**src/rtl/assert_macros.svh**
```systemverilog
// Assertion macros shared by the RTL files of the DNS name decoder.
`ifndef ASSERT_MACROS_SVH
`define ASSERT_MACROS_SVH

// Checks that a condition holds at every clock edge outside reset.
`define DLND_ASSERT(name, cond, msg) \
  name: assert property (@(posedge clk_i) disable iff (!rst_ni) (cond)) else $error(msg);

// Checks that a consequent holds in the cycle after an antecedent.
`define DLND_ASSERT_NEXT(name, ante, cons, msg) \
  name: assert property (@(posedge clk_i) disable iff (!rst_ni) (ante) |=> (cons)) \
    else $error(msg);

`endif

```
**src/rtl/dlnd_pkg.sv**
```systemverilog
// Shared types and constants of the DNS name decoder.
package dlnd_pkg;

  localparam int unsigned NameSizeDefault = 256;
  localparam int unsigned LimitW          = 9;
  localparam logic [LimitW-1:0] LimitReset = 9'd256;

  localparam logic [1:0] PhLen   = 2'd0;
  localparam logic [1:0] PhLabel = 2'd1;
  localparam logic [1:0] PhDrop  = 2'd2;

  localparam logic [7:0] CharDot  = 8'd46;
  localparam logic [7:0] CharTerm = 8'd0;

  localparam logic StatusOk       = 1'b0;
  localparam logic StatusOverflow = 1'b1;

  // One decoded result, with a flag telling whether the step made one.
  typedef struct packed {
    logic       valid;
    logic [7:0] out_char;
    logic       is_last;
    logic       status;
  } result_t;

endpackage

```
**src/rtl/dns_label_name_decoder.sv**
```systemverilog
// An accepted word goes through the input register, then the result register.
// Throughput: one word per cycle unless the master stalls; the name state updates in one
// step between the registers. Stalls on the master side back up through the input register
// with no loss. Reset (rst_ni low, asynchronous) empties both registers, sets the name limit
// to 256, and puts the decoder at the start of a name expecting a length byte.
module dns_label_name_decoder #(
  parameter int unsigned NAME_SIZE = dlnd_pkg::NameSizeDefault
) (
  input  logic       clk_i,
  input  logic       rst_ni,
  // Name limit register write channel.
  input  logic       cfg_valid_i,
  output logic       cfg_ready_o,
  input  logic [8:0] cfg_data_i,
  // Encoded name bytes.
  input  logic       s_axis_tvalid_i,
  output logic       s_axis_tready_o,
  input  logic [7:0] s_axis_tdata_i,  // [7:0] in_byte
  input  logic       s_axis_tuser_i,  // [0] name_start
  // Decoded characters.
  output logic       m_axis_tvalid_o,
  input  logic       m_axis_tready_i,
  output logic [7:0] m_axis_tdata_o,  // [7:0] out_char
  output logic       m_axis_tlast_o,  // is_last
  output logic       m_axis_tuser_o   // [0] status
);
  import dlnd_pkg::*;
  `include "assert_macros.svh"

  // Counters hold up to NAME_SIZE, the largest limit that can be in force.
  localparam int unsigned CntW = $clog2(NAME_SIZE + 1);
  localparam int unsigned CmpW = CntW + LimitW;

  // The name limit register; the value used is clamped to 2..NAME_SIZE.
  logic [LimitW-1:0] limit_q;
  logic [CntW-1:0]   limit_eff;

  assign cfg_ready_o = 1'b1;

  always_ff @(posedge clk_i or negedge rst_ni) begin
    if (!rst_ni) begin
      limit_q <= LimitReset;
    end else if (cfg_valid_i) begin
      limit_q <= cfg_data_i;
    end
  end

  always_comb begin
    if (CmpW'(limit_q) < CmpW'(2)) begin
      limit_eff = CntW'(2);
    end else if (CmpW'(limit_q) > CmpW'(NAME_SIZE)) begin
      limit_eff = CntW'(NAME_SIZE);
    end else begin
      limit_eff = CntW'(limit_q);
    end
  end

  // Input register. It accepts a new word whenever it is empty or its
  // current word moves on in the same cycle, so words can stream back to back
  // as long as the master side takes each finished result.
  logic       in_valid_q;
  logic [7:0] in_byte_q;
  logic       in_start_q;
  logic       out_can_load;
  logic       advance;

  assign advance         = in_valid_q && out_can_load;
  assign s_axis_tready_o = !in_valid_q || advance;

  always_ff @(posedge clk_i or negedge rst_ni) begin
    if (!rst_ni) begin
      in_valid_q <= 1'b0;
    end else if (s_axis_tready_o) begin
      in_valid_q <= s_axis_tvalid_i;
    end
  end

  always_ff @(posedge clk_i) begin
    if (s_axis_tready_o && s_axis_tvalid_i) begin
      in_byte_q  <= s_axis_tdata_i;
      in_start_q <= s_axis_tuser_i;
    end
  end

  // Per-name decoder state, updated each time a word leaves the input register.
  logic [1:0]      phase_q,       phase_d;
  logic [CntW-1:0] in_count_q,    in_count_d;
  logic [CntW-1:0] out_count_q,   out_count_d;
  logic [7:0]      label_left_q,  label_left_d;
  logic            first_label_q, first_label_d;
  result_t         step_result;

  dlnd_step #(
    .CntW (CntW)
  ) u_step (
    .in_byte_i     (in_byte_q),
    .name_start_i  (in_start_q),
    .limit_i       (limit_eff),
    .phase_i       (phase_q),
    .in_count_i    (in_count_q),
    .out_count_i   (out_count_q),
    .label_left_i  (label_left_q),
    .first_label_i (first_label_q),
    .phase_o       (phase_d),
    .in_count_o    (in_count_d),
    .out_count_o   (out_count_d),
    .label_left_o  (label_left_d),
    .first_label_o (first_label_d),
    .result_o      (step_result)
  );

  always_ff @(posedge clk_i or negedge rst_ni) begin
    if (!rst_ni) begin
      phase_q       <= PhLen;
      in_count_q    <= '0;
      out_count_q   <= '0;
      label_left_q  <= '0;
      first_label_q <= 1'b1;
    end else if (advance) begin
      phase_q       <= phase_d;
      in_count_q    <= in_count_d;
      out_count_q   <= out_count_d;
      label_left_q  <= label_left_d;
      first_label_q <= first_label_d;
    end
  end

  // Result register. A word that gives no result simply leaves it untouched.
  dlnd_out_reg u_out_reg (
    .clk_i           (clk_i),
    .rst_ni          (rst_ni),
    .load_i          (advance),
    .result_i        (step_result),
    .m_axis_tready_i (m_axis_tready_i),
    .can_load_o      (out_can_load),
    .m_axis_tvalid_o (m_axis_tvalid_o),
    .m_axis_tdata_o  (m_axis_tdata_o),
    .m_axis_tlast_o  (m_axis_tlast_o),
    .m_axis_tuser_o  (m_axis_tuser_o)
  );

  // An overflow result always leaves the decoder dropping bytes.
  `DLND_ASSERT_NEXT(a_overflow_drops, advance && step_result.valid && step_result.status, phase_q == PhDrop, "overflow did not enter drop phase")

  // The last byte of a label returns the decoder to expecting a length byte.
  `DLND_ASSERT_NEXT(a_label_end, advance && !in_start_q && phase_q == PhLabel && label_left_q == 8'd1, phase_q == PhLen, "label end did not return to length phase")

  // A held word in the input register stays put while the result side is blocked.
  `DLND_ASSERT_NEXT(a_input_hold, in_valid_q && !out_can_load, in_valid_q && $stable(in_byte_q) && $stable(in_start_q), "input register changed while stalled")

endmodule

```
**src/rtl/dlnd_step.sv**
```systemverilog
// Next-state and result logic for one encoded name byte.
module dlnd_step #(
  parameter int unsigned CntW = 9
) (
  input  logic [7:0]      in_byte_i,
  input  logic            name_start_i,
  input  logic [CntW-1:0] limit_i,
  input  logic [1:0]      phase_i,
  input  logic [CntW-1:0] in_count_i,
  input  logic [CntW-1:0] out_count_i,
  input  logic [7:0]      label_left_i,
  input  logic            first_label_i,
  output logic [1:0]      phase_o,
  output logic [CntW-1:0] in_count_o,
  output logic [CntW-1:0] out_count_o,
  output logic [7:0]      label_left_o,
  output logic            first_label_o,
  output dlnd_pkg::result_t result_o
);
  import dlnd_pkg::*;

  localparam int unsigned SumW = CntW + 10;

  logic [1:0]      ph;
  logic [CntW-1:0] inc;
  logic [CntW-1:0] outc;
  logic [7:0]      left;
  logic            first;
  logic [CntW-1:0] in_next;
  logic [7:0]      left_next;
  logic [SumW-1:0] in_sum;
  logic [SumW-1:0] out_sum;
  logic [SumW-1:0] lim_w;

  always_comb begin
    // A name start drops whatever name was in progress.
    if (name_start_i) begin
      ph    = PhLen;
      inc   = '0;
      outc  = '0;
      left  = '0;
      first = 1'b1;
    end else begin
      ph    = phase_i;
      inc   = in_count_i;
      outc  = out_count_i;
      left  = label_left_i;
      first = first_label_i;
    end

    in_next   = inc + CntW'(1);
    left_next = (left != 8'd0) ? left - 8'd1 : 8'd0;
    lim_w     = SumW'(limit_i);
    in_sum    = SumW'(in_next) + SumW'(in_byte_i);
    out_sum   = SumW'(outc) + SumW'(in_byte_i) + SumW'(1);

    phase_o       = ph;
    in_count_o    = inc;
    out_count_o   = outc;
    label_left_o  = left;
    first_label_o = first;
    result_o      = '{valid: 1'b0, out_char: CharTerm, is_last: 1'b0, status: StatusOk};

    case (ph)
      PhLen: begin
        in_count_o = in_next;
        if (in_byte_i == 8'd0) begin
          // Closing zero length: terminator, then a fresh name.
          phase_o       = PhLen;
          in_count_o    = '0;
          out_count_o   = '0;
          label_left_o  = '0;
          first_label_o = 1'b1;
          result_o = '{valid: 1'b1, out_char: CharTerm, is_last: 1'b1, status: StatusOk};
        end else if ((in_sum > lim_w) || (out_sum > lim_w)) begin
          phase_o  = PhDrop;
          result_o = '{valid: 1'b1, out_char: CharTerm, is_last: 1'b1,
                       status: StatusOverflow};
        end else begin
          label_left_o  = in_byte_i;
          out_count_o   = CntW'(out_sum);
          phase_o       = PhLabel;
          first_label_o = 1'b0;
          result_o = '{valid: !first, out_char: CharDot, is_last: 1'b0, status: StatusOk};
        end
      end
      PhLabel: begin
        in_count_o   = in_next;
        label_left_o = left_next;
        result_o = '{valid: 1'b1, out_char: in_byte_i, is_last: 1'b0, status: StatusOk};
        if (left_next == 8'd0) begin
          phase_o = PhLen;
          if (SumW'(in_next) >= lim_w) begin
            in_count_o       = '0;
            out_count_o      = '0;
            label_left_o     = '0;
            first_label_o    = 1'b1;
            result_o.is_last = 1'b1;
          end
        end
      end
      default: begin
        // Dropping, and the unused code, hold state and give no result.
      end
    endcase
  end

endmodule

```
**src/rtl/dlnd_out_reg.sv**
```systemverilog
// Output result register driving the master stream side.
module dlnd_out_reg (
  input  logic              clk_i,
  input  logic              rst_ni,
  input  logic              load_i,
  input  dlnd_pkg::result_t result_i,
  input  logic              m_axis_tready_i,
  output logic              can_load_o,
  output logic              m_axis_tvalid_o,
  output logic [7:0]        m_axis_tdata_o,
  output logic              m_axis_tlast_o,
  output logic              m_axis_tuser_o
);
  import dlnd_pkg::*;

  logic       valid_q;
  logic [7:0] char_q;
  logic       last_q;
  logic       status_q;

  assign can_load_o = !valid_q || m_axis_tready_i;

  always_ff @(posedge clk_i or negedge rst_ni) begin
    if (!rst_ni) begin
      valid_q <= 1'b0;
    end else if (can_load_o) begin
      valid_q <= load_i && result_i.valid;
    end
  end

  always_ff @(posedge clk_i) begin
    if (can_load_o && load_i && result_i.valid) begin
      char_q   <= result_i.out_char;
      last_q   <= result_i.is_last;
      status_q <= result_i.status;
    end
  end

  assign m_axis_tvalid_o = valid_q;
  assign m_axis_tdata_o  = char_q;
  assign m_axis_tlast_o  = last_q;
  assign m_axis_tuser_o  = status_q;

endmodule

```
**config.mk**
```make
export PLATFORM = sky130hd
export DESIGN_NAME = dns_label_name_decoder
export DESIGN_NICKNAME = d
export VERILOG_FILES = /design/src/rtl/dlnd_pkg.sv /design/src/rtl/dns_label_name_decoder.sv /design/src/rtl/dlnd_step.sv /design/src/rtl/dlnd_out_reg.sv
export VERILOG_INCLUDE_DIRS = /design/src /design/src/rtl
export SDC_FILE = /design/constraint.sdc
export NUM_CORES = 1
export LEC_CHECK = 0
export BUFFER_PORTS_ARGS = -buffer_cell sky130_fd_sc_hd__buf_2
export CAP_MARGIN = 0
export CELL_PAD_IN_SITES_DETAIL_PLACEMENT = 1
export CELL_PAD_IN_SITES_GLOBAL_PLACEMENT = 2
export CORE_MARGIN = 4
export CORE_UTILIZATION = 39
export DETAILED_ROUTE_END_ITERATION = 16
export HOLD_SLACK_MARGIN = 0.12
export PLACE_DENSITY_LB_ADDON = 0.1
export SLEW_MARGIN = 20
export SYNTH_ARGS = -nofsm -noshare
export SYNTH_HDL_FRONTEND = slang
export SYNTH_HIERARCHICAL = 1
export SYNTH_SLANG_ARGS = --single-unit
export TNS_END_PERCENT = 1
```
**constraint.sdc**
```tcl
create_clock -name clk_i -period 6.47 [get_ports clk_i]
set_input_delay 0.647 -clock clk_i [delete_from_list [all_inputs] [get_ports clk_i]]
set_output_delay 0.647 -clock clk_i [all_outputs]
set_load 0.01 [all_outputs]
```
=== Yosys cells after proc, flatten, opt, wreduce, memory -nomap -nowiden ===
Cells that the tools add are included.

* Bits in registers: 59
* Output and inout bits: 13
* Logic and storage cells: 75

* Add/sub/neg operators: 5
* Magnitude comparators: 5
* Equality and inequality tests: 1
* Multiplexer cells: 36
* Reduce and logical (&&, ||, !) cells: 15

{| class="wikitable"
|+ Operators by type and width
! kind !! count
|-
| two-way mux 9 bit || 11
|-
| two-way mux 8 bit || 6
|-
| greater-than comparator 19 x 9 -> 1 bit || 2
|-
| one-hot mux 9 bit (2 select lines) || 2
|-
| two-way mux 11 bit || 2
|-
| one-hot mux 11 bit (2 select lines) || 1
|-
| adder 9 x 8 -> 10 bit || 2
|-
| adder 19 x 1 -> 19 bit, second input constant || 1
|-
| logical NOT 8 bit || 2
|-
| one-hot mux 8 bit (2 select lines) || 1
|-
| adder 9 x 1 -> 9 bit, second input constant || 1
|-
| >= comparator 9 bit || 1
|-
| greater-than comparator 9 bit, second input constant || 1
|-
| less-than comparator 9 x 2 -> 1 bit, second input constant || 1
|-
| two-way mux 2 bit || 4
|-
| nonzero test 8 bit || 1
|-
| subtractor 8 x 1 -> 8 bit, second input constant || 1
|-
| two-way mux 1 bit || 7
|-
| logical AND 1 bit || 5
|-
| one-hot mux 2 bit (2 select lines) || 1
|-
| logical NOT 1 bit || 3
|-
| logical OR 1 bit || 3
|-
| == test 2 x 1 -> 1 bit, second input constant || 1
|-
| logical NOT 2 bit || 1
|-
| one-hot mux 1 bit (2 select lines) || 1
|}

=== Logic depth before layout (Yosys ltp) ===
Gate-level depths: netlist of run 1.

* Word-level depth: 9
* Mapped depth: 25
* Depth with buffers taken out: 21

=== Modules after synthesis ===
Netlist of run 1, hierarchy kept.

{| class="wikitable"
|+ Modules (own cells, without submodules)
! module !! instances !! cells each !! area an instance (µm²)
|-
| dlnd_step || 1 || 358 || 2,558.7
|-
| dns_label_name_decoder || 1 || 112 || 1,829.3
|-
| dlnd_out_reg || 1 || 15 || 360.3
|}

=== Worst setup path before layout of run 1 ===
Ideal clock, no wire load.

* Path kind: register to register
* Start: register in_start_q
* End: register out_count_q[5]
* Library setup time: 128 ps
* Arrival time: 4,523 ps
* Required time: 6,342 ps
* Slack: 1,820 ps
* Cell stages (with the launch flop): 25
* Buffers on the path: 5
* Clock period less this slack: 4,650 ps
* Cell sequence: edfxtp_1 > clkbuf_1 > buf_2 > clkbuf_1 > buf_1 > nand2b_1 > ha_1 > inv_1 > fa_1 > inv_1 > a21o_1 > a21oi_1 > o21bai_1 > a21oi_1 > o21ai_0 > xor2_1 > ha_1 > a21oi_1 > nand4b_1 > a21oi_1 > a31oi_1 > buf_4 > o21ai_1 > a21bo_1 > mux2_1

* Word-level cells in the longest chain between the ends: 8

{| class="wikitable"
|+ Ends and longest elaborated chain
! item !! line !! source
|-
| start, declared || dns_label_name_decoder.sv:63 || <nowiki>logic in_start_q;</nowiki>
|-
| start signal, assigned || dns_label_name_decoder.sv:81 || <nowiki>in_start_q <= s_axis_tuser_i;</nowiki>
|-
| two-way mux 9 bit || dlnd_step.sv:37 || <nowiki>if (name_start_i) begin</nowiki>
|-
| adder 9 x 8 -> 10 bit / adder 9 x 1 -> 9 bit (equally long branches) || dlnd_step.sv:55, dlnd_step.sv:51 ||
|-
| adder 19 x 1 -> 19 bit / adder 9 x 8 -> 10 bit (equally long branches) || dlnd_step.sv:55, dlnd_step.sv:54 ||
|-
| greater-than comparator 19 x 9 -> 1 bit || dlnd_step.sv:75 || <nowiki>end else if ((in_sum > lim_w) || (out_sum > lim_w)) begin</nowiki>
|-
| logical OR 1 bit || dlnd_step.sv:75 ||
|-
| two-way mux 9 bit || dlnd_step.sv:75 ||
|-
| two-way mux 9 bit || dlnd_step.sv:67 || <nowiki>if (in_byte_i == 8'd0) begin</nowiki>
|-
| one-hot mux 9 bit (2 select lines) * || dlnd_step.sv:64 || <nowiki>case (ph)</nowiki>
|-
| named net out_count_d[5] || dns_label_name_decoder.sv:88 || <nowiki>logic [CntW-1:0] out_count_q, out_count_d;</nowiki>
|-
| end signal, assigned || dns_label_name_decoder.sv:122 || <nowiki>out_count_q <= out_count_d;</nowiki>
|-
| end, declared || dns_label_name_decoder.sv:88 ||
|}

The timed path passes the listed nets; every way through them passes the cells marked *.
A chain may end at the register's enable or synchronous reset.

=== Final worst setup path of run 1 ===
* Start: register in_start_q
* End: register out_count_q[8]

Same word-level chain as after synthesis.

==> qor.txt, run 1 <==
Most common cell after layout, fill and taps aside - ha_1
Cells after Synth - 485
Final setup viols - 0
Startpoint Class - flop
PostCTS Resize Cnt - 0
Chip height - 118 um
Routed Antenna Nets - 0
Simple-gate share of the synthesized area - 16.7%
F_max - 193 MHz
Wirelength per Cell - 20.5 um
GRT Total Usage - 20.3%
Clock sink count - 59
Tot Pwr - 0.00224 W
TritonCTS clock tree - yes
Post-DP HPWL - 10.4 mm
Critical path class - flop to flop
Largest family of logic cells by synthesized area - compound AO/OA/AOI/OAI gates
Die X-Extent - 118 um
Vias in the first global route - 4,014
Critical-path cell list - buf_4 -> nor2b_1 -> ha_1 -> o21a_1 -> o31a_1 -> o41a_1 -> a21oi_1 -> xnor2_1 -> ha_1 -> o21a_1 -> o32ai_1 -> a31oi_1 -> a41oi_2 -> nand4_1 -> o21ai_0 -> a21boi_0 -> mux2_1
Final Slew Violations - 0
Share of cells above drive strength 1 - 16.1%
Design Area, Final - 5340 um^2
Root Buffer - clkbuf_16
Critical Path RT - 6.74 ns
Maximum VDD drop - 0.144 mV
Compound-Gate Fraction of Synth Area - 19.2%
Layout net count - 579
DRC violation count after routing - 0
Worst setup EP type - flop
Placement-stage cell area - 5000 um^2
H-tree depth - 3
Number of synthesized register bits - 59
Global-route wire length before repair - 22.3 mm
M1 WL - 6.38 mm
Syn-to-layout area delta - 12.4%
Critical Path Max Stage Delay - 0.81 ns
Final Critical Period - 5.18 ns
Synth cell types - 74
Largest net degree at the start of global routing - 41
Total number of vias - 3,828
Port bufs - 34
Top_reg_cell synth - dfrtp_1
Power Density - 420 nW/um^2
Seq/Total Area, Yosys - 33.1%
CP Launch Point - in_start_q
Post-synthesis xor/xnor area fraction - 3.69%
Mapped Area - 4750 um^2
Rel. slew slack - 51.4%
Multiplexer share of the synthesized area - 9.86%
Std-Cell Rows - 40
Tcrit/Tclk final - 80.1%
TritonRoute pass-1 iters - 4
EDFF count, synth - 19
Final hold vios - 0
R2R Path Start - in_start_q
CTS hold repair buffers - 0
GP Congestion - 0.863
WL final - 13.6 mm
Highest metal used - met4
Worst Hold Class - input port to async pin
CP max-delay cell - edfxtp_1
Syn avg cell area - 9.79 um^2
Starting Density - 39.7%
Initial antenna violation count - 0
CTS clk-pin slew, worst paths - 0.06 ns
Syn nets - 554
Clock insertion delay at the later pin of the skew report - 0.34 ns
Setup TNS - 0 ns
DR vias/cell - 5.78
Detailed Route Iter0 Violations - 149
Setup Skew - 0.00804 ns
Met2 wire len - 6.55 mm
Final Instance Count excl. Fillers - 662
Syn. warnings - 6
Arrival @ worst endpoint - 5.45 ns
Most frequent cells in the layout - ha_1 (44), dfrtp_1 (38), nor2_1 (35), buf_2 (33)
Num ports - 36
DR WL met3 - 438 um
MaxCap Viol Count - 0
Grt ovf - 0
Core ar. - 12,000 um^2
CTS Buf Count - 9
CTS max path bufs - 2
Worst-Margin Slew - 0.729 ns
Post-Place Cells - 646
Post-synthesis adder-cell area fraction - 12.4%
Worst-path fanout max - 29
RSZ-0062 raised after global routing - false
Async SR Flop Fraction - 67.8%
Status - complete, no violations
Die area - 14,000 um^2
ANT cells - 0
Lkg Pwr - 2.39 nW
Setup Buffers After CTS - 0
==> cell families (layout without fill, tap and decap cells) <==
logic type | Yosys count | after routing
AOI/OAI and AO/OA | 127 | 127
xor gates and xnor gates | 20 | 20
adders and majority gates | 46 | 46
buffers and inverters | 51 | 81
DFF | 59 | 59
muxes | 42 | 42
other | 1 | 1
and+or+nand+nor | 139 | 139
==> cells in the mapped netlist, drive strengths merged (3+ instances only) <==
| library cell | n | share of area, % |
|---|---|---|
| nor2b | 20 | 2.8 |
| mux2 | 38 | 9.0 |
| nand3 | 9 | 1.1 |
| edfxtp | 19 | 12 |
| buf | 15 | 2.0 |
| clkbuf | 7 | 0.55 |
| and2 | 3 | 0.40 |
| o21ai | 29 | 3.4 |
| a31oi | 3 | 0.40 |
| nor3 | 11 | 1.2 |
| o21a | 5 | 0.79 |
| nand2 | 18 | 1.4 |
| xor2 | 9 | 1.7 |
| inv | 29 | 2.3 |
| a21o | 9 | 1.4 |
| a22o | 8 | 1.5 |
| o31a | 3 | 0.55 |
| mux2i | 4 | 0.84 |
| or4 | 4 | 0.79 |
| o21bai | 3 | 0.47 |
| o22ai | 3 | 0.40 |
| dfrtp | 38 | 20 |
| a21oi | 27 | 2.8 |
| nand2b | 15 | 2.3 |
| a21bo | 4 | 0.84 |
| ha | 44 | 12 |
| o211ai | 3 | 0.58 |
| nor2 | 36 | 2.8 |
| a211oi | 5 | 0.79 |
| nand4 | 5 | 0.66 |
| o221ai | 5 | 0.92 |
| xnor2 | 11 | 2.0 |
| nand3b | 3 | 0.47 |
==> critical path: cells and delay by family (launching register included) <==
family | cells | cell delay (ns)
muxes | 1 | 0.14
AOI/OAI and AO/OA | 10 | 2.08
xor gates and xnor gates | 1 | 0.24
buffers and inverters | 1 | 0.43
DFF | 1 | 0.81
and+or+nand+nor | 2 | 0.70
adders and majority gates | 2 | 0.67
==> where the power goes <==
group / internal, W / total [W] / switching [W]
clock network: 0.000358 / 0.000534 / 0.000175
logic: 0.000460 / 0.00108 / 0.000620
registers: 0.000507 / 0.000630 / 0.000122
==> state kept, by name, indices dropped and copies added, names as in the netlist <==
signal	flops
first_label_q	1
in_byte_q	8
in_count_q	9
in_start_q	1
in_valid_q	1
label_left_q	8
limit_q	9
out_count_q	9
phase_q	2
u_out_reg/m_axis_tdata_o	8
u_out_reg/m_axis_tlast_o	1
u_out_reg/m_axis_tuser_o	1
u_out_reg/m_axis_tvalid_o	1
==> per-layer routing <==
metal  global-route usage (%)  up-vias
li1                         -     1840
met1                     27.4     1907
met2                     33.4       63
met3                     2.68       18
met4                     7.03        0
met5                        0        -
==> final timing paths <==
kind	to	slack, ns	cells past startpoint
setup / recovery	out_count_q[8]	1.29	17
min in group clk_i	in_byte_q[4]	0.49	1
setup reg to reg	out_count_q[8]	1.29	17
hold reg to reg	out_count_q[6]	0.49	1
max in group asynchronous	in_count_q[6]	5.75	1
hold / removal	out_count_q[3]	0.32	1
==> layout make-up <==
type                    instances  area [um^2]
repair buffers                 36          188
fillers                      1371         6630
inverters                      29          109
well taps                     147          184
flip-flops and latches         59         1570
clock inverters                 4         73.8
clock buffers                  12          256
multi-input cells             375         2950
==> metrics by stage <==
step	hold WS, ns	util [%]	setup WS, ns
after global placement	0.472	41.8	1.43
after global routing	0.363	44.6	0.766
final	0.318	44.6	1.29
after floorplan	0.351	-	1.82
after CTS	0.471	44.6	1.25
after detailed placement	0.478	41.8	1.33
(Power assumes the default switching activity.)
==> inputs of run 2 (changes only) <==
Settings changed: ABC_AREA set to 1, CORE_UTILIZATION 39 to 35.
Clock period 6.47 ns to 5.2 ns, I/O delays scaled along.
==> qor.txt, run 2 <==
Status - complete, no violations
Worst setup EP type - flop
Post-synthesis xor/xnor area fraction - 3.33% (-0.36 points)
CTS max path bufs - 2 (unchanged)
Worst-Margin Slew - 0.684 ns (-0.0448 ns)
DRC violation count after routing - 0 (unchanged)
Starting Density - 35.9% (-3.8 points)
Worst Hold Class - input port to async pin
Core ar. - 13,900 um^2 (+16%)
Num ports - 36 (unchanged)
Final Slew Violations - 0 (unchanged)
Synth top area share - 20.1% (+0.079 points)
Top_reg_cell synth - dfrtp_1
Post-synth top cells - nand2_1 (268), inv_1 (103), nor2_1 (54)
Rel. slew slack - 54.4% (+3.0 points)
Multiplexer share of the synthesized area - 0.450% (-9.4 points)
Total number of vias - 4,704 (+23%)
Die X-Extent - 128 um (+7.8%)
Syn. warnings - 6 (unchanged)
Worst Hold Slack - 0.194 ns (-0.124 ns)
Number of synthesized register bits - 59 (unchanged)
Final setup viols - 0 (unchanged)
Tcrit/Tclk final - 89.8% (+9.7 points)
Most frequent cells in the layout - nand2_1 (268), inv_1 (103), nor2_1 (54), nand3_1 (44), ha_1 (44)
Seq/Total Area, Yosys - 31.5% (-1.7 points)
Compound-Gate Fraction of Synth Area - 6.85% (-12 points)
Chip height - 128 um (+7.8%)
Clock sink count - 59 (unchanged)
Multi-input gate area - 2890 um^2 (-2.0%)
CTS clk-pin slew, worst paths - 0.05 ns (about the same)
Die area - 16,300 um^2 (+16%)
Final Critical Period - 4.67 ns (-0.514 ns)
Largest registers - in_count_q (9), limit_q (9), out_count_q (9)
Port bufs - 34 (unchanged)
GRT Total Usage - 20.8% (+0.52 points)
H-tree depth - 3 (unchanged)
Post-DP HPWL - 12.7 mm (+22%)
Final core occ - 40.4% (-4.3 points)
Final worst setup slack - 0.530 ns (-0.756 ns)
Synth cell types - 38 (-49%)
Setup TNS - 0 ns (unchanged)
Setup Buffers After CTS - 0 (unchanged)
CP max-delay cell - edfxtp_1
Critical path class - flop to flop
Final Instance Count excl. Fillers - 947 (+43%)
Maximum VDD drop - 0.177 mV (+23%)
Critical Path RT - 5.29 ns (-1.45 ns)
WL final - 16.0 mm (+18%)
Mapped Area - 5000 um^2 (+5.4%)
ANT cells - 0 (unchanged)
Critical Path Max Stage Delay - 0.55 ns (-0.26 ns)
Vias in the first global route - 5,054 (+26%)
Layout net count - 831 (+44%)
PostCTS Resize Cnt - 0 (unchanged)
GP Congestion - 0.863 (about the same)
Setup Skew - 0.00442 ns (-0.00363 ns)
Syn-to-layout area delta - 12.4% (about the same)
Async SR Flop Fraction - 67.8% (unchanged)
Simple-gate share of the synthesized area - 35.2% (+19 points)
Count leader, synth - nand2_1
Most common cell after layout, fill and taps aside - nand2_1
TritonRoute pass-1 iters - 4 (unchanged)
Power Density - 480 nW/um^2 (+14%)
Clock insertion delay at the later pin of the skew report - 0.33 ns (about the same)
CTS hold repair buffers - 0 (unchanged)
MaxCap Viol Count - 0 (unchanged)
Synth area leader - nand2_1
Synth top area cells - nand2_1 (20%), dfrtp_1 (19%), edfxtp_1 (11%), ha_1 (11%), inv_1 (7.7%)
Routed Antenna Nets - 0 (unchanged)
Share of cells above drive strength 1 - 11.9% (-4.3 points)
Startpoint Class - flop
Worst-path fanout max - 11 (-62%)
TritonCTS clock tree - yes
Cells after Synth - 727 (+50%)
Seq. cell area - 1570 um^2 (unchanged)
Lkg Pwr - 3.03 nW (+27%)
Wirelength per Cell - 16.9 um (-18%)
Post-synthesis adder-cell area fraction - 11.8% (-0.63 points)
Std-Cell Rows - 43 (+7.5%)
DR vias/cell - 4.97 (-14%)
Root Buffer - clkbuf_16
Syn nets - 796 (+44%)
EDFF count, synth - 19 (unchanged)
Largest net degree at the start of global routing - 41 (unchanged)
Grt ovf - 0 (unchanged)
Post-Place Cells - 931 (+44%)
Largest family of logic cells by synthesized area - simple AND/OR/NAND/NOR gates
CTS Buf Count - 9 (unchanged)
Detailed Route Iter0 Violations - 212 (+42%)
F_max - 214 MHz (+11%)
Syn avg cell area - 6.88 um^2 (-30%)
Fill cells - 1,808 (+32%)
Arrival @ worst endpoint - 4.76 ns (-0.69 ns)
Initial antenna violation count - 0 (unchanged)
Dpl ws - 0.545 ns (-0.787 ns)
Cell mode on critical path - nand2_1
Global-route wire length before repair - 26.4 mm (+18%)
RSZ-0062 raised after global routing - false
Final hold vios - 0 (unchanged)
==> run 2: cell types whose count changed in the layout (fill, tap and decap cells not counted), sizes merged, moves of 10 or more <==
cell    delta
nor2b     -20
nand4     +10
nand2b    -15
nand2    +260
inv       +80
nor2      +27
nand3     +39
mux2      -36
==> run 2: path summary, 6_finish.rpt <==
| check | startpoint | end | slack [ns] | cells after the start |
|---|---|---|---|---|
| hold reg to reg | first_label_q | first_label_q | 0.47 | 2 |
| setup / recovery | in_start_q | u_out_reg/m_axis_tdata_o[3] | 0.53 | 30 |
| hold / removal | rst_ni | in_count_q[4] | 0.19 | 1 |
| min in group clk_i | s_axis_tdata_i[3] | in_byte_q[3] | 0.36 | 1 |
| max in group asynchronous | rst_ni | label_left_q[1] | 4.60 | 1 |
| setup reg to reg | in_start_q | u_out_reg/m_axis_tdata_o[3] | 0.53 | 30 |
==> run 2: metrics by stage <==
| step | power, W | cell area, um^2 |
|---|---|---|
| 2_1_floorplan | 0.00172 | 5000 |
| 3_3_place_gp | 0.00206 | 5320 |
| 3_5_place_dp | 0.00211 | 5330 |
| 4_1_cts | 0.00273 | 5620 |
| 5_1_grt | 0.00296 | 5620 |
| 6_report | 0.00270 | 5620 |
==> run 2: kinds of logic (layout without fill, tap and decap cells) <==
family / after synthesis / after routing
buf+inv: 126 / 166
compound gates: 65 / 65
fa+ha+maj: 46 / 46
flops: 59 / 59
simple gates: 409 / 409
xor+xnor: 19 / 19
other cells: 1 / 1
mux: 2 / 2
==> run 2: area by class of cell <==
cell class / instances / area share [%]
multi-input combinational: 542 / 51.4
tap: 180 / 4.01
clock inverter: 5 / 0.935
sequential: 59 / 28.0
inverter: 109 / 7.32
timing repair buffer: 41 / 4.01
clock buffer: 11 / 4.32
==> run 2: routing by layer <==
metal  part of all wire (%)  global-route usage [%]  wire (um)  vias to the layer above
met1                     48                    28.2       7640                     2268
met2                     48                    35.2       7660                       66
li1                       -                       -          -                     2357
met3                    3.1                    2.34        497                       13
met5                      0                       0          0                        -
met4                    1.4                    5.87        229                        0
==> run 2: worst max-delay path: cells and delay by family, from the launching register on <==
family,cells,cell delay [ns]
AND/OR/NAND/NOR,17,1.94
XOR/XNOR,1,0.14
flip-flops,1,0.55
buffers and inverters,5,0.46
AO/OA/AOI/OAI,5,0.71
adder cells (fa/ha/maj),2,0.64
==> run 2: power by group <==
part           total (W)  internal [W]  switching (W)  leakage, nW
sequential      0.000716      0.000621      0.0000952        0.694
clock           0.000605      0.000381       0.000223        0.145
combinational    0.00138      0.000448       0.000931         2.19
total            0.00270       0.00145        0.00125         3.03
==> inputs of run 3 (changes only) <==
--- a/config.mk
+++ b/config.mk
@@ -16,4 +16,5 @@
 export DETAILED_ROUTE_END_ITERATION = 16
 export HOLD_SLACK_MARGIN = 0.12
+export MAX_ROUTING_LAYER = met4
 export PLACE_DENSITY_LB_ADDON = 0.1
 export SLEW_MARGIN = 20
==> constraint.sdc (replaced) <==
create_clock -name clk_i -period 5.2 [get_ports clk_i]
set_input_delay 0.52 -clock clk_i [delete_from_list [all_inputs] [get_ports clk_i]]
set_output_delay 0.52 -clock clk_i [all_outputs]
set_load 0.02 [all_outputs]
==> qor.txt, run 3 (synthesized netlist as in run 2, its figures left out) <==
Final core occ - 40.4% (unchanged)
Arrival @ worst endpoint - 4.77 ns (about the same)
Root Buffer - clkbuf_16
Share of cells above drive strength 1 - 11.9% (unchanged)
Detailed Route Iter0 Violations - 231 (+9.0%)
RSZ-0062 raised after global routing - false
TritonCTS clock tree - yes
Wirelength per Cell - 16.9 um (-0.37%)
MaxCap Viol Count - 0 (unchanged)
Layout net count - 831 (unchanged)
Power Density - 485 nW/um^2 (+0.97%)
GRT Total Usage - 21.4% (+0.61 points)
Worst Hold Class - input port to async pin
Core ar. - 13,900 um^2 (unchanged)
Num ports - 36 (unchanged)
Clock sink count - 59 (unchanged)
DR vias/cell - 4.97 (about the same)
TritonRoute pass-1 iters - 4 (unchanged)
CTS hold repair buffers - 0 (unchanged)
Final Slew Violations - 0 (unchanged)
GP Congestion - 0.877 (+1.6%)
Critical Path RT - 5.29 ns (about the same)
Status - complete, no violations
Largest net degree at the start of global routing - 41 (unchanged)
Die X-Extent - 128 um (unchanged)
Largest registers - in_count_q (9), limit_q (9), out_count_q (9)
Tot Pwr - 0.00273 W (+0.97%)
CP max-delay cell - edfxtp_1
Critical path class - flop to flop
Worst-Margin Slew - 0.685 ns (+0.000850 ns)
Port bufs - 34 (unchanged)
Initial antenna violation count - 0 (unchanged)
PostCTS Resize Cnt - 0 (unchanged)
Cell mode on critical path - nand2_1
Post-DP HPWL - 12.7 mm (unchanged)
Global-route wire length before repair - 26.4 mm (about the same)
CTS clk-pin slew, worst paths - 0.05 ns (about the same)
Tcrit/Tclk final - 90.1% (+0.33 points)
Lkg Pwr - 3.03 nW (unchanged)
Worst setup EP type - flop
Setup Skew - 0.00456 ns (+0.000142 ns)
Chip height - 128 um (unchanged)
Most common cell after layout, fill and taps aside - nand2_1
DRC violation count after routing - 0 (unchanged)
Final Instance Count excl. Fillers - 947 (unchanged)
Die area - 16,300 um^2 (unchanged)
Setup TNS - 0 ns (unchanged)
CTS max path bufs - 2 (unchanged)
Clock insertion delay at the later pin of the skew report - 0.33 ns (about the same)
WL final - 16.0 mm (-0.37%)
Total number of vias - 4,705 (+0.021%)
Most frequent cells in the layout - nand2_1 (268), inv_1 (103), nor2_1 (54), nand3_1 (44), ha_1 (44)
Rel. slew slack - 54.3% (-0.057 points)
Critical Path Max Stage Delay - 0.55 ns (about the same)
Vias in the first global route - 5,055 (+0.020%)
Final Critical Period - 4.69 ns (+0.0172 ns)
H-tree depth - 3 (unchanged)
Maximum VDD drop - 0.177 mV (about the same)
Std-Cell Rows - 43 (unchanged)
ANT cells - 0 (unchanged)
Setup Buffers After CTS - 0 (unchanged)
Final hold vios - 0 (unchanged)
Syn-to-layout area delta - 12.4% (unchanged)
Grt ovf - 0 (unchanged)
F_max - 213 MHz (-0.37%)
Final setup viols - 0 (unchanged)
Routed Antenna Nets - 0 (unchanged)
CTS Buf Count - 9 (unchanged)
Post-Place Cells - 931 (unchanged)
Startpoint Class - flop
Worst-path fanout max - 11 (unchanged)
Starting Density - 35.9% (unchanged)
Worst Hold Slack - 0.197 ns (+0.00299 ns)
==> run 3: cell counts in the layout (fill, tap and decap cells not counted) <==
Identical to the previous run, type by type.
==> run 3: worst paths after layout <==
| path | slack, ns | cells after the start | endpoint | from |
|---|---|---|---|---|
| max in group asynchronous | 4.60 | 1 | label_left_q[1] | rst_ni |
| min in group clk_i | 0.36 | 1 | in_byte_q[3] | s_axis_tdata_i[3] |
| worst max-delay path | 0.51 | 30 | u_out_reg/m_axis_tdata_o[3] | in_start_q |
| worst max register to register | 0.51 | 30 | u_out_reg/m_axis_tdata_o[3] | in_start_q |
| worst min-delay path | 0.20 | 1 | in_count_q[4] | rst_ni |
| worst min register to register | 0.47 | 2 | first_label_q | first_label_q |
==> run 3: through the flow <==
| step | instance area, um^2 | setup slack [ns] |
|---|---|---|
| 6_report | 5620 | 0.513 |
| 5_1_grt | 5620 | 0.0763 |
| 4_1_cts | 5620 | 0.516 |
| 3_5_place_dp | 5330 | 0.545 |
| 3_3_place_gp | 5320 | 0.746 |
| 2_1_floorplan | 5000 | 0.892 |
==> run 3: where the power goes <==
group / total (W) / internal (W) / switching [W]
Combinational: 0.00141 / 0.000448 / 0.000957
Clock: 0.000604 / 0.000381 / 0.000222
Sequential: 0.000717 / 0.000621 / 0.0000962
Total: 0.00273 / 0.00145 / 0.00128
==> run 3: layer usage <==
metal	share of wire, %	GRT usage [%]
met5	0	-
met4	1.6	5.87
met1	48	28.2
met2	48	35.2
met3	3.0	2.34
==> run 3: layout make-up <==
cell class                 count  area, um^2
fill                        1808        8310
multi-input combinational    542        2890
sequential                    59        1570
inverter                     109         412
clock buffer                  11         243
timing repair buffer          41         225
tap                          180         225
clock inverter                 5        52.6
==> run 3: worst max-delay path: cells and delay by family (launching register included) <==
family / cells / cell delay [ns]
AND/OR/NAND/NOR: 17 / 1.94
AO/OA/AOI/OAI: 5 / 0.71
adder cells (fa/ha/maj): 2 / 0.64
flip-flops: 1 / 0.55
buffers and inverters: 5 / 0.46
XOR/XNOR: 1 / 0.14
